[config.mk]
export PLATFORM = sky130hd
export DESIGN_NAME = sssf_ctrl
export DESIGN_NICKNAME = d
export VERILOG_FILES = /design/src/rtl/core/sssf_pkg.sv /design/src/rtl/core/sssf_ctrl.sv
export SDC_FILE = /design/constraint.sdc
export NUM_CORES = 1
export LEC_CHECK = 0
export BUFFER_PORTS_ARGS = -buffer_cell sky130_fd_sc_hd__buf_2
export CAP_MARGIN = 20
export CORE_ASPECT_RATIO = 0.7
export CORE_MARGIN = 3
export CORE_UTILIZATION = 35
export CTS_BUF_LIST = sky130_fd_sc_hd__clkbuf_4
export DETAILED_ROUTE_END_ITERATION = 16
export HOLD_SLACK_MARGIN = 0.12
export PLACE_DENSITY = 0.62
export SYNTH_ARGS = -nofsm -noshare
export SYNTH_HDL_FRONTEND = slang
export SYNTH_SLANG_ARGS = --single-unit
[constraint.sdc]
create_clock -name clk_i -period 1.8 [get_ports clk_i]
set_input_delay 0.27 -clock clk_i [delete_from_list [all_inputs] [get_ports clk_i]]
set_output_delay 0.27 -clock clk_i [all_outputs]
set_load 0.03 [all_outputs]
[src/rtl/core/sssf_pkg.sv]
// ----------------------------------------------------------------------------
// Stereo stem split filter package
// Shared widths, gain constants, operation codes and rounding helpers.
// ----------------------------------------------------------------------------
package sssf_pkg;

  localparam int SAMPLE_BITS   = 24;
  localparam int COEF_BITS     = 26;
  localparam int STATE_BITS    = 32;
  localparam int SAMPLE_FRAC   = SAMPLE_BITS - 1;
  localparam int COEF_FRAC     = COEF_BITS - 3;
  localparam int DEF_STAGES    = 4;
  localparam int MAX_STAGES    = 8;
  localparam int STG_W         = $clog2(MAX_STAGES);
  localparam int MUL_A_BITS    = 36;
  localparam int MUL_B_BITS    = COEF_BITS + 1;
  localparam int PROD_BITS     = MUL_A_BITS + MUL_B_BITS;
  localparam int Q16_FRAC      = 16;

  // signed Q11.16 gains
  localparam logic signed [MUL_B_BITS-1:0] K_SMOOTH     = MUL_B_BITS'(19661);
  localparam logic signed [MUL_B_BITS-1:0] K_ATTACK     = MUL_B_BITS'(6554);
  localparam logic signed [MUL_B_BITS-1:0] K_RELEASE    = MUL_B_BITS'(66);
  localparam logic signed [MUL_B_BITS-1:0] K_LOW_GAIN   = MUL_B_BITS'(78643);
  localparam logic signed [MUL_B_BITS-1:0] K_HIGH_GAIN  = MUL_B_BITS'(52429);
  localparam logic signed [MUL_B_BITS-1:0] K_SIDE_GAIN  = MUL_B_BITS'(19661);
  localparam logic signed [MUL_B_BITS-1:0] K_OTHER_GAIN = MUL_B_BITS'(98304);

  localparam logic [1:0] MODE_BASS   = 2'd0;
  localparam logic [1:0] MODE_VOCALS = 2'd1;
  localparam logic [1:0] MODE_DRUMS  = 2'd2;
  localparam logic [1:0] MODE_OTHER  = 2'd3;

  // configuration register indexes (byte address / 4)
  localparam int         NUM_REGS      = 5;
  localparam logic [2:0] REG_STEM_MODE = 3'd0;
  localparam logic [2:0] REG_LOW_B0    = 3'd1;
  localparam logic [2:0] REG_HIGH_B0   = 3'd2;
  localparam logic [2:0] REG_DEN_A1    = 3'd3;
  localparam logic [2:0] REG_DEN_A2    = 3'd4;

  typedef enum logic [4:0] {
    OP_NOP,
    OP_LOAD,
    OP_CX_START,
    OP_BQ_B0,
    OP_BQ_Y,
    OP_BQ_A1,
    OP_BQ_S1,
    OP_BQ_S2,
    OP_CX_END,
    OP_BASS_OUT,
    OP_VOC_DIFF,
    OP_VOC_MUL,
    OP_VOC_OUT,
    OP_DR_ABS,
    OP_DR_DIFF,
    OP_DR_MUL,
    OP_DR_ENV,
    OP_DR_GAIN,
    OP_DR_MG,
    OP_DR_RG,
    OP_DR_MH,
    OP_DR_ACC0,
    OP_DR_ACC1,
    OP_DR_OUT,
    OP_OT_MUL,
    OP_OT_OUT
  } op_e;

  typedef struct packed {
    op_e              op;
    logic             hi;        // 1: highpass cascade
    logic             src_side;  // cascade input is side instead of mid
    logic [STG_W-1:0] stage;
  } dp_cmd_t;

  // floor((v + 2^(n-1)) / 2^n)
  function automatic logic signed [63:0] rnd(input logic signed [63:0] v,
                                             input int unsigned n);
    logic signed [63:0] half;
    half = 64'sd1 <<< (n - 1);
    return (v + half) >>> n;
  endfunction

  function automatic logic signed [63:0] sat(input logic signed [63:0] v,
                                             input int unsigned bits);
    logic signed [63:0] hi;
    logic signed [63:0] lo;
    hi = (64'sd1 <<< (bits - 1)) - 64'sd1;
    lo = -hi - 64'sd1;
    if (v > hi) return hi;
    if (v < lo) return lo;
    return v;
  endfunction

endpackage

[src/rtl/core/sssf_ctrl.sv]
// ----------------------------------------------------------------------------
// Stem split filter controller
// Sequences the biquad stages and the per-mode post steps on the datapath.
// ----------------------------------------------------------------------------
module sssf_ctrl #(
  parameter int BIQUAD_STAGES = sssf_pkg::DEF_STAGES
) (
  input  logic              clk_i,
  input  logic              rst_ni,
  input  logic [1:0]        stem_mode_i,
  input  logic              in_valid_i,
  input  logic              out_free_i,
  output logic              in_ready_o,
  output sssf_pkg::dp_cmd_t cmd_o
);

  typedef enum logic [4:0] {
    ST_IDLE, ST_CSTART, ST_B0, ST_Y, ST_A1, ST_S1, ST_S2, ST_CEND,
    ST_BASS_OUT, ST_VOC_DIFF, ST_VOC_MUL, ST_VOC_OUT,
    ST_DR_ABS, ST_DR_DIFF, ST_DR_MUL, ST_DR_ENV, ST_DR_GAIN, ST_DR_MG,
    ST_DR_RG, ST_DR_MH, ST_DR_ACC0, ST_DR_ACC1, ST_DR_OUT,
    ST_OT_MUL, ST_OT_OUT
  } state_e;

  localparam logic [sssf_pkg::STG_W-1:0] LastStage = sssf_pkg::STG_W'(BIQUAD_STAGES - 1);

  state_e                     state_q, state_d;
  logic                       hi_q, hi_d;
  logic                       src_q, src_d;
  logic [sssf_pkg::STG_W-1:0] stage_q, stage_d;
  sssf_pkg::op_e              op;

  always_comb begin
    state_d    = state_q;
    hi_d       = hi_q;
    src_d      = src_q;
    stage_d    = stage_q;
    op         = sssf_pkg::OP_NOP;
    in_ready_o = 1'b0;
    unique case (state_q)
      ST_IDLE: begin
        in_ready_o = 1'b1;
        if (in_valid_i) begin
          op      = sssf_pkg::OP_LOAD;
          state_d = ST_CSTART;
          hi_d    = (stem_mode_i == sssf_pkg::MODE_VOCALS) ||
                    (stem_mode_i == sssf_pkg::MODE_OTHER);
          src_d   = (stem_mode_i == sssf_pkg::MODE_OTHER);
          stage_d = '0;
        end
      end
      ST_CSTART: begin op = sssf_pkg::OP_CX_START; state_d = ST_B0; end
      ST_B0:     begin op = sssf_pkg::OP_BQ_B0;    state_d = ST_Y;  end
      ST_Y:      begin op = sssf_pkg::OP_BQ_Y;     state_d = ST_A1; end
      ST_A1:     begin op = sssf_pkg::OP_BQ_A1;    state_d = ST_S1; end
      ST_S1:     begin op = sssf_pkg::OP_BQ_S1;    state_d = ST_S2; end
      ST_S2: begin
        op = sssf_pkg::OP_BQ_S2;
        if (stage_q == LastStage) begin
          state_d = ST_CEND;
        end else begin
          stage_d = stage_q + 1'b1;
          state_d = ST_B0;
        end
      end
      ST_CEND: begin
        op = sssf_pkg::OP_CX_END;
        if (!hi_q && stem_mode_i == sssf_pkg::MODE_DRUMS) begin
          hi_d    = 1'b1;
          stage_d = '0;
          state_d = ST_CSTART;
        end else begin
          unique case (stem_mode_i)
            sssf_pkg::MODE_BASS:   state_d = ST_BASS_OUT;
            sssf_pkg::MODE_VOCALS: state_d = ST_VOC_DIFF;
            sssf_pkg::MODE_DRUMS:  state_d = ST_DR_ABS;
            default:               state_d = ST_OT_MUL;
          endcase
        end
      end
      ST_BASS_OUT: if (out_free_i) begin
        op = sssf_pkg::OP_BASS_OUT; state_d = ST_IDLE;
      end
      ST_VOC_DIFF: begin op = sssf_pkg::OP_VOC_DIFF; state_d = ST_VOC_MUL; end
      ST_VOC_MUL:  begin op = sssf_pkg::OP_VOC_MUL;  state_d = ST_VOC_OUT; end
      ST_VOC_OUT: if (out_free_i) begin
        op = sssf_pkg::OP_VOC_OUT; state_d = ST_IDLE;
      end
      ST_DR_ABS:  begin op = sssf_pkg::OP_DR_ABS;  state_d = ST_DR_DIFF; end
      ST_DR_DIFF: begin op = sssf_pkg::OP_DR_DIFF; state_d = ST_DR_MUL;  end
      ST_DR_MUL:  begin op = sssf_pkg::OP_DR_MUL;  state_d = ST_DR_ENV;  end
      ST_DR_ENV:  begin op = sssf_pkg::OP_DR_ENV;  state_d = ST_DR_GAIN; end
      ST_DR_GAIN: begin op = sssf_pkg::OP_DR_GAIN; state_d = ST_DR_MG;   end
      ST_DR_MG:   begin op = sssf_pkg::OP_DR_MG;   state_d = ST_DR_RG;   end
      ST_DR_RG:   begin op = sssf_pkg::OP_DR_RG;   state_d = ST_DR_MH;   end
      ST_DR_MH:   begin op = sssf_pkg::OP_DR_MH;   state_d = ST_DR_ACC0; end
      ST_DR_ACC0: begin op = sssf_pkg::OP_DR_ACC0; state_d = ST_DR_ACC1; end
      ST_DR_ACC1: begin op = sssf_pkg::OP_DR_ACC1; state_d = ST_DR_OUT;  end
      ST_DR_OUT: if (out_free_i) begin
        op = sssf_pkg::OP_DR_OUT; state_d = ST_IDLE;
      end
      ST_OT_MUL: begin op = sssf_pkg::OP_OT_MUL; state_d = ST_OT_OUT; end
      ST_OT_OUT: if (out_free_i) begin
        op = sssf_pkg::OP_OT_OUT; state_d = ST_IDLE;
      end
      default: state_d = ST_IDLE;
    endcase
  end

  assign cmd_o = '{op: op, hi: hi_q, src_side: src_q, stage: stage_q};

  always_ff @(posedge clk_i or negedge rst_ni) begin
    if (!rst_ni) begin
      state_q <= ST_IDLE;
      hi_q    <= 1'b0;
      src_q   <= 1'b0;
      stage_q <= '0;
    end else begin
      state_q <= state_d;
      hi_q    <= hi_d;
      src_q   <= src_d;
      stage_q <= stage_d;
    end
  end

endmodule

After elaboration in Yosys (flattened, before gate mapping)
Cells that the tools add are included.

Equality and inequality tests: 32. Multiplexer cells: 20. Reduce and logical (&&, ||, !) cells: 12. $add $sub $neg: 1.

Operators with widths (number): $pmux 5 s25 (1); $pmux 5 s22 (1); $eq 5x5->1 const B (9); $eq 5x4->1 const B (8); $mux 5 (5); $eq 5x3->1 const B (4); $pmux 5 s3 (1); $mux 3 (4); $eq 5x2->1 const B (2); $pmux 3 s3 (1); $mux 4 (2); $ne 2x2->1 const B (3); $eq 5x1->1 const B (1); $logic_not 5->1 (1); $eq 2x2->1 const B (2); $mux 1 (4); $reduce_and 2->1 (2); $reduce_and 4->1 (1); $reduce_or 4->1 (1); $add 3x1->3 const B (1); $eq 3x2->1 const B (1); $reduce_and 3->1 (1); $reduce_bool 3->1 (1); $eq 2x1->1 const B (1); 7 further kinds (7).

Output and inout port bits: 11. Register bits after elaboration: 10. Word-level logic and storage cells: 69. Bits of input ports: 6.

Logic depth before layout (Yosys ltp)
Gate-level depths: netlist of the first run.

Depth in word-level cells: 4. Depth in mapped cells: 6. Gate-level depth less buffers: 5.

Least setup slack after synthesis of the first run
OpenSTA, ideal clock, no wires.

Kind: register -> output. Start: register state_q[0]. End: output cmd_o[7] (netlist name). Stages on the path, launching flop included: 5. Data arrival time: 1871 ps. Buffers on the path: 2. Required time: 1530 ps. Setup slack: -341 ps. Cell sequence: dfrtp_1 -> clkbuf_1 -> clkbuf_1 -> o21ai_1 -> a221oi_1.

RTL lines: start: declaration (RTL line sssf_ctrl.sv:27) `state_e state_q, state_d;`; start signal: assignment (RTL line sssf_ctrl.sv:119) `state_q <= state_d;`; end: declaration (RTL line sssf_ctrl.sv:14) `output sssf_pkg::dp_cmd_t cmd_o`.

Final worst setup path of the first run
Start: register state_q[0]. End: output in_ready_o.

Word-level cells in the longest chain between the ends: 2.

Ends and longest elaborated chain: $logic_not 5->1 (RTL line sssf_ctrl.sv:40) `unique case (state_q)`; $mux 1 (RTL line sssf_ctrl.sv:40); end: declaration (RTL line sssf_ctrl.sv:13) `output logic in_ready_o,`.

Every way passes these cells.

==> impl_results.md, run 1 <==
* Core ar. at 0.00255 mm²
* H-tree levels at 1
* First-iteration detailed-routing DRC count at 76
* Worst R2R Path Depth at 5
* Clock-pin slew of the registers on the worst-case setup and hold paths at 70 ps
* Root buffer cell: clkbuf_4
* Failing checks: negative setup slack
* Post-place setup slack at 52.6 ps
* Cell leakage power at approximately 0.68 nW
* Critical path cell sequence: or4_4, nor2_4, buf_6
* Syn nets at around 140
* P&R area growth vs syn at 46.2%
* Max Buffers Root-to-Sink at 2
* Vias/cell at 5.91
* Fin. Hold Viols at 0
* PD cells at 1860 mW/mm²
* Final worst-path setup slack at -51.3 ps
* Synth Warn # at 0
* Fmax at about 540 MHz
* Register bit count reported by yosys at 10
* Setup-failing EPs final at 1
* Vias at 1,176
* CP Data Required Time at roughly 1500 ps
* HPWL Detailed at a little under 2 mm
* Die area at roughly 0.0035 mm²
* Distinct cells, synth at 41
* Synth Instances at about 130
* Async S/R FF share, synth at 1.00
* Crit. End Element: output port
* Worst VDD drop at 0.812 mV
* Global-route wire length before repair at between 4 and 5 mm
* WL/cell at between 15 and 20 µm
* Worst setup SP type: flop
* Crit path kind: reg -> out
* Slowest-stage cell, CP: or4_4
* Total CTS buffers at 3
* Std cell rows at 15
* Post-synthesis sequential area ratio at 0.257
* GP Congestion at 0.898
* Minimum clock period after layout at between 1500 and 2000 ps
* Prevailing post-synth register cell: dfrtp_1
* Congestion Overflow GR at 0
* Layout cell share with drive strength beyond 1 at 0.412
* Min-Delay Path Class: in -> reg
* Critical path arrival at approximately 1600 ps
* Number of diodes at 0
* Critical Path Max Stage Delay at about 600 ps
* Clock sinks at 10
* Layout Nets at approximately 170
* Drt first pass iters at 4
* Tot GR Track Use at 0.178
* Status: finished with violations
* CP Capture Point: in_ready_o
* Later-pin clock latency in the skew report at between 200 and 300 ps
* Mapped Area at just under 0.001 mm²
* Detail Route Antenna Nets at 0
* Crit share post-route at 1.03
* RSZ-0062 raised after global routing: true
* Ports at 17
* Max-Cap Viols at 0
* FF-to-FF setup slack at 30 ps
* Largest net degree at the start of global routing at 15
* Final core occ at 0.558
* Worst Clk Skew at 5.70 ps
* IO Port Bufs at 16
* FF-to-FF Start: state_q[3]
* Max-slew headroom at 0.772
* Critical Path Fanout Max at 4
* FF-to-FF End: state_q[1]
* Worst-Margin Slew at 339 ps
* Initial antenna violation count at 0
* Slew Limit Fails at 0
* Die Wd at around 69 µm
* Worst Setup SP: state_q[0]
* CTS tree: yes
* Starting Density at 0.382
* Wirelength, routed at around 3.3 mm
* Die H at 50.2 µm
* DRC at 0
* Avg Cell Area, Syn at about 7.4 µm²
* EDFF count, synth at 0
* Vias in the first global route at around 1,000
-- area by class of cell --
| type | count | area (µm²) |
|---|---|---|
| flip-flops and latches | 10 | 254 |
| fillers | 238 | 1130 |
| clock buffers | 3 | 22.5 |
| well taps | 34 | 42.5 |
| multi-input cells | 105 | 759 |
| inverters | 4 | 15.0 |
| repair buffers | 42 | 328 |
| clock inverters | 1 | 3.75 |
-- metrics by stage --
step                setup TNS, ps  hold WS (ps)  instances  area (µm²)  power [mW]
floorplan                   -59.5         -25.6        131         996        1.54
finish                      -51.3           301        199        1430        2.65
detailed placement              0           147        183        1170        1.97
global route                 -423           319        199        1430        2.83
CTS                         -9.02           315        197        1330        2.39
global placement                0           147        183        1170        1.97
-- power by group --
group | internal (mW) | switching (mW) | leakage [nW]
clock | 0.0807 | 0.0910 | 0.0154
sequential | 0.321 | 0.111 | 0.121
combinational | 0.935 | 1.11 | 0.539
total | 1.34 | 1.32 | 0.676
-- sequential cells by signal, indices dropped and copies added, names as in the netlist --
name     count
state_q      5
src_q        1
stage_q      3
hi_q         1
-- cell usage after synthesis, types with 3 or more instances --
library cell   n  area, µm²
o21a_1         3       22.5
a221o_1        3       30.0
inv_1          4       15.0
o21ai_1        7       35.0
nand2b_1       5       31.3
a211o_1        3       26.3
clkbuf_1       9       33.8
nor2_1        13       48.8
o21ai_0        7       35.0
and3_1         3       18.8
nor3_1         7       35.0
nand2_1       14       52.6
dfrtp_1       10        250
a21oi_1        7       35.0
-- worst max-delay path: cells and delay by family (launching register included) --
kind / cells / cell delay, ps
DFF: 1 / 410
buffers and inverters: 1 / 140
and+or+nand+nor: 2 / 740
-- cell families (layout without fill, tap and decap cells) --
| kind of cell | count (synthesis) | after routing | synth area share |
|---|---|---|---|
| simple gates | 54 | 54 | 0.290 |
| buf+inv | 16 | 50 | 0.0693 |
| fa+ha+maj | 2 | 2 | 0.0257 |
| compound gates | 48 | 48 | 0.348 |
| mux | 1 | 1 | 0.0103 |
| flops | 10 | 10 | 0.257 |
-- what timing repair did --
item,CTS,global route
setup endpoints to repair,5,7
gates resized for setup,19,19
buffers inserted,9,2
hold buffers,1,0
hold endpoints to repair,10,0
pin swaps,1,6
-- layer usage --
layer / up-vias / track usage / part of all wire
met4: 0 / 0.0292 / 0.013
met1: 568 / 0.247 / 0.44
met3: 6 / 0.0480 / 0.084
met2: 50 / 0.282 / 0.47
met5: - / 0 / 0
li1: 552 / - / -
-- worst min-delay path by stage --
| stage | depth (start not counted) | slack [ps] | start | end |
|---|---|---|---|---|
| CTS | 3 | 310 | stem_mode_i[1] | src_q |
| global placement | 1 | 150 | rst_ni | src_q |
| finish | 3 | 300 | in_valid_i | src_q |
| global route | 3 | 320 | in_valid_i | src_q |
| floorplan | 0 | -30 | rst_ni | hi_q |
| detailed placement | 1 | 150 | rst_ni | src_q |
-- cells in the final DEF (no fill, tap or decap), drive strengths merged, types with 4 or more instances in the layout --
| master | n |
|---|---|
| dfrtp | 10 |
| o21ai | 14 |
| buf | 40 |
| clkbuf | 4 |
| a21oi | 7 |
| inv | 4 |
| nor3 | 7 |
| nor2 | 13 |
| nand2b | 5 |
| nand2 | 14 |
Power figures use the tool's default switching activity.
==> inputs of run 2 (changes only) <==
--- a/config.mk
+++ b/config.mk
@@ -9,11 +9,11 @@
 export CAP_MARGIN = 20
 export CORE_ASPECT_RATIO = 0.7
 export CORE_MARGIN = 3
-export CORE_UTILIZATION = 35
+export CORE_UTILIZATION = 46
 export CTS_BUF_LIST = sky130_fd_sc_hd__clkbuf_4
 export DETAILED_ROUTE_END_ITERATION = 16
 export HOLD_SLACK_MARGIN = 0.12
-export PLACE_DENSITY = 0.62
+export PLACE_DENSITY = 0.76
 export SYNTH_ARGS = -nofsm -noshare
 export SYNTH_HDL_FRONTEND = slang
 export SYNTH_SLANG_ARGS = --single-unit
==> impl_results.md, run 2 (synthesis results as in run 1) <==
* Status: finished with violations
* Failing checks: negative setup slack
* Global-route wire length before repair at about 4.5 mm
* Hold Path Origin: stem_mode_i[0]
* FF-to-FF End: stage_q[2]
* Die area at about 0.0027 mm²
* Largest registers: state_q: 5 flops, stage_q: 3 flops
* Minimum clock period after layout at 1920 ps
* Setup-failing EPs final at 7
* Max Buffers Root-to-Sink at 2
* CP Data Required Time at between 1500 and 2000 ps
* Top reg by flops: state_q
* Later-pin clock latency in the skew report at about 280 ps
* Congestion Overflow GR at 0
* Vias in the first global route at roughly 950
* Cell leakage power at ~0.67 nW
* Fin. Hold Viols at 0
* IO Port Bufs at 16
* Die H at ~45 µm
* Largest net degree at the start of global routing at 25
* Crit path kind: reg -> out
* GP Congestion at between 0.8 and 0.9
* FF-to-FF setup slack at -70 ps
* First-iteration detailed-routing DRC count at 145
* Std cell rows at 13
* Post-Layout Cell Count at about 190
* HPWL Detailed at about 1.8 mm
* Crit. End Element: output port
* Most frequent cells in the layout: buf_4 (15), nand2_1 (12), nor2_1 (10), buf_2 (10)
* Die Wd at 61.0 µm
* PD cells at a little under 2000 mW/mm²
* Dpl cells at roughly 160
* Crit share post-route at 1.07
* Core ar. at 0.00194 mm²
* WL/cell at 20.5 µm
* Layout Nets at about 170
* Clock sinks at 10
* DRC at 0
* H-tree levels at 1
* Fmax at between 500 and 600 MHz
* Clock-pin slew of the registers on the worst-case setup and hold paths at ~60 ps
* Drt first pass iters at 5
* Worst R2R Path Depth at 5
* CP Capture Point: cmd_o[7]
* Critical path cell sequence: buf_6, nor2b_4, o21ai_2, o21ai_2, a221oi_4, buf_6
* Worst setup SP type: flop
* Max-Cap Viols at 0
* Worst Setup SP: state_q[3]
* Detail Route Antenna Nets at 0
* Starting Density at 0.504
* Hold Slack at ~380 ps
* Met1 usage at 0.331
* Most common cell after layout, fill and taps aside: buf_4
* Max-slew headroom at 0.741
* Number of diodes at 0
* FF-to-FF Start: state_q[3]
* RSZ-0062 raised after global routing: true
* Met2 GRT Util at 0.333
* Critical Path Max Stage Delay at between 400 and 500 ps
* Tot GR Track Use at 0.228
* Vias/cell at 6.98
* Vias at roughly 1,300
* Critical Path Fanout Max at 6
* Worst VDD drop at between 0.8 and 0.9 mV
* Final worst-path setup slack at -119 ps
* Critical path arrival at approximately 1700 ps
* Total power draw at approximately 2.8 mW
* Slew Limit Fails at 0
* Met3 usage at 0.0787
* Max reg flops at 5
* Root buffer cell: clkbuf_4
* Worst-Margin Slew at just under 400 ps
* Min-Delay Path Class: in -> reg
* Wirelength, routed at approximately 3.8 mm
* Worst Clk Skew at roughly 13 ps
* Ports at 17
* Slowest-stage cell, CP: dfrtp_2
* Total CTS buffers at 3
* Layout cell share with drive strength beyond 1 at 0.387
* P&R area growth vs syn at 47.1%
* CTS tree: yes
* Initial antenna violation count at 0
* Final core occ at 0.741
* Most used routing layer: met2
* Hold path cells at 3
run 2: cell types whose count changed in the layout (fill, tap and decap cells not counted), sizes merged:
cell	delta
buf	-5
clkbuf	+3
run 2: metrics by stage:
stage | area (µm²) | setup TNS [ps] | setup slack (ps)
final | 1430 | -416 | -119
after global routing | 1430 | -919 | -166
after CTS | 1250 | -70.3 | -62.1
after detailed placement | 1120 | 0 | 58.5
after global placement | 1120 | 0 | 100
after floorplan | 996 | -59.5 | -27.2
run 2: final cells by class:
class | count | area, µm²
multi-input combinational | 105 | 747
timing repair buffer | 40 | 363
fill | 132 | 502
tap | 22 | 27.5
sequential | 10 | 255
clock buffer | 3 | 22.5
inverter | 4 | 15.0
clock inverter | 1 | 3.75
run 2: power breakdown:
part / leakage (nW) / internal (mW) / total, mW / switching, mW
combinational: 0.535 / 0.989 / 2.18 / 1.19
sequential: 0.120 / 0.323 / 0.437 / 0.114
clock: 0.0154 / 0.0803 / 0.165 / 0.0851
run 2: worst max-delay path, delay by kind of cell (launching register included):
kind / cells / cell delay, ps
simple gates: 1 / 130
compound gates: 3 / 510
buf+inv: 2 / 310
flops: 1 / 420
run 2: worst min path at each step:
stage                        to  slack [ps]
after global routing      src_q         370
after floorplan            hi_q         -30
after detailed placement   hi_q         140
final                     src_q         380
after CTS                 src_q         310
after global placement     hi_q         140
run 2: per-layer routing:
metal  vias up  wire length [µm]
li1        552                 -
met2       121              1700
met3        26               507
met5         -                 0
met1       592              1420
met4         0               165
run 2: repair_timing:
action,in CTS,in global routing
resized for setup,15,29
endpoints found under the setup margin,5,10
pin swaps,3,10
hold buffers,1,0
endpoints found under the hold margin,10,0
cloned,0,2
setup buffers,8,6
==> inputs of run 3 (changes only) <==
--- a/config.mk
+++ b/config.mk
@@ -7,13 +7,13 @@
 export LEC_CHECK = 0
 export BUFFER_PORTS_ARGS = -buffer_cell sky130_fd_sc_hd__buf_2
 export CAP_MARGIN = 20
-export CORE_ASPECT_RATIO = 0.7
-export CORE_MARGIN = 3
-export CORE_UTILIZATION = 46
+export CORE_ASPECT_RATIO = 1.2
+export CORE_MARGIN = 1
+export CORE_UTILIZATION = 30
 export CTS_BUF_LIST = sky130_fd_sc_hd__clkbuf_4
 export DETAILED_ROUTE_END_ITERATION = 16
 export HOLD_SLACK_MARGIN = 0.12
-export PLACE_DENSITY = 0.76
+export PLACE_DENSITY = 0.56
 export SYNTH_ARGS = -nofsm -noshare
 export SYNTH_HDL_FRONTEND = slang
 export SYNTH_SLANG_ARGS = --single-unit
==> impl_results.md, run 3 (synthesis results as in run 1) <==
* Status: finished with violations
* Failing checks: negative setup slack
* Final worst-path setup slack at -70.2 ps
* Max-Cap Viols at 0
* Tot GR Track Use at 0.186
* HPWL Detailed at roughly 1.9 mm
* Net switching power at about 1.3 mW
* Total power draw at ~2.8 mW
* Vias in the first global route at approximately 1,100
* Die Wd at between 50 and 60 µm
* Part of the power in the clock network at 0.057
* DRC at 0
* Final core occ at 0.482
* Most common cell after layout, fill and taps aside: buf_4
* H-tree levels at 1
* Max reg flops at 5
* Number of diodes at 0
* Dpl cell area at roughly 0.0012 mm²
* Crit. End Element: output port
* Clock-pin slew of the registers on the worst-case setup and hold paths at 70 ps
* Cell leakage power at ~0.7 nW
* IO Port Bufs at 16
* Top reg by flops: state_q
* Ports at 17
* Max Buffers Root-to-Sink at 2
* Sequential power share at 0.155
* Starting Density at 0.316
* CTS tree: yes
* Slew Limit Fails at 0
* Die area at between 0.003 and 0.004 mm²
* Worst VDD drop at 0.984 mV
* RSZ-0062 raised after global routing: true
* P&R area growth vs syn at 52.5%
* FF-to-FF setup slack at -30 ps
* Part of the power in combinational logic at 0.787
* PD cells at roughly 1900 mW/mm²
* Root buffer cell: clkbuf_4
* FF-to-FF Start: state_q[3]
* Layout Nets at between 150 and 200
* Fin area at around 0.0015 mm²
* Worst R2R Path Depth at 6
* Sw Share at 0.459
* Most frequent cells in the layout: buf_4 (19), nand2_1 (14), buf_2 (12)
* Crit share post-route at 1.04
* Critical Path Fanout Max at 7
* Setup-failing EPs final at 5
* Largest registers: state_q: 5 flops, stage_q: 3 flops
* Critical path arrival at between 1500 and 2000 ps
* Total CTS buffers at 3
* Wirelength, routed at ~3.1 mm
* CP most frequent cell: o21ai_2
* Int Power at ~1.5 mW
* Core ar. at 0.00308 mm²
* GP Congestion at ~0.85
* Vias at roughly 1,100
* Fmax at about 530 MHz
* Max-slew headroom at 0.759
* Min-Delay Path Class: in -> reg
* Critical Path Max Stage Delay at roughly 440 ps
* Vias/cell at ~5.7
* Worst setup SP type: flop
* CP Capture Point: cmd_o[7]
* Std cell rows at 22
* Clock sinks at 10
* Detail Route Antenna Nets at 0
* Critical path cell sequence: buf_12, nor2b_4, o21ai_2, o21ai_2, a221oi_4, buf_6
* Global-route wire length before repair at 4.88 mm
* Minimum clock period after layout at 1870 ps
* Worst Setup SP: state_q[3]
* Congestion Overflow GR at 0
* Largest net degree at the start of global routing at 22
* Crit path kind: reg -> out
* Slowest-stage cell, CP: dfrtp_2
* Later-pin clock latency in the skew report at 270 ps
* Worst-Margin Slew at between 300 and 400 ps
* Die H at approximately 64 µm
* WL/cell at ~15 µm
* Drt first pass iters at 4
* FF-to-FF End: state_q[4]
* Worst Clk Skew at 5.08 ps
* Layout cell share with drive strength beyond 1 at 0.392
* Initial antenna violation count at 0
* CP Data Required Time at between 1500 and 2000 ps
* Fin. Hold Viols at 0
* First-iteration detailed-routing DRC count at 30
-- run 3: changes by cell type in the layout (fill, tap and decap cells not counted), sizes merged --
cell    delta
clkbuf     -4
bufbuf     +2
clkinv     -1
buf        +6
-- run 3: timing repair --
item / 4_1_cts / 5_1_grt
cloned: 3 / 0
hold buffers: 1 / 0
buffers inserted: 5 / 8
endpoints found under the setup margin: 5 / 11
hold endpoints to repair: 10 / 0
pin swaps: 3 / 5
gates resized for setup: 18 / 15
-- run 3: through the flow --
stage          TNS (ps)  instances  hold WS (ps)  setup slack [ps]
2_1_floorplan     -59.5        131         -25.6             -27.2
3_3_place_gp          0        182           148               128
3_5_place_dp          0        182           153              95.0
4_1_cts            -119        194           309             -94.3
5_1_grt            -824        202           317              -141
6_report           -211        202           311             -70.2
-- run 3: layout make-up --
cell class              count  area [µm²]
fillers                   309        1600
multi-input cells         105         733
repair buffers             44         417
inverters                   4        15.0
well taps                  36        45.0
clock buffers               3        22.5
flip-flops and latches     10         254
-- run 3: per-layer routing --
metal,part of all wire,up-vias,GRT usage
met5,0,-,0
met1,0.44,550,0.231
met3,0.034,6,0.0258
met4,0.011,0,0.0673
li1,-,560,-
met2,0.52,33,0.316
-- run 3: how the worst min path moves through the flow --
stage / start / endpoint / slack (ps) / depth (start not counted)
finish: in_valid_i / src_q / 310 / 3
global route: in_valid_i / src_q / 320 / 3
CTS: in_valid_i / src_q / 310 / 3
detailed placement: rst_ni / stage_q[0] / 150 / 1
global placement: rst_ni / stage_q[1] / 150 / 1
floorplan: rst_ni / hi_q / -30 / 0
-- run 3: critical path: cells and delay by family (launching register included) --
family | cells | cell delay [ps]
compound gates | 3 | 470
flops | 1 | 440
simple gates | 1 | 120
buf+inv | 2 | 300
-- run 3: power by group through the flow --
stage | logic, mW | clock network (mW) | registers [mW]
finish | 2.17 | 0.158 | 0.427
global route | 2.33 | 0.173 | 0.436
CTS | 1.95 | 0.162 | 0.421
detailed placement | 1.56 | 0 | 0.416
global placement | 1.54 | 0 | 0.411
floorplan | 1.11 | 0 | 0.431
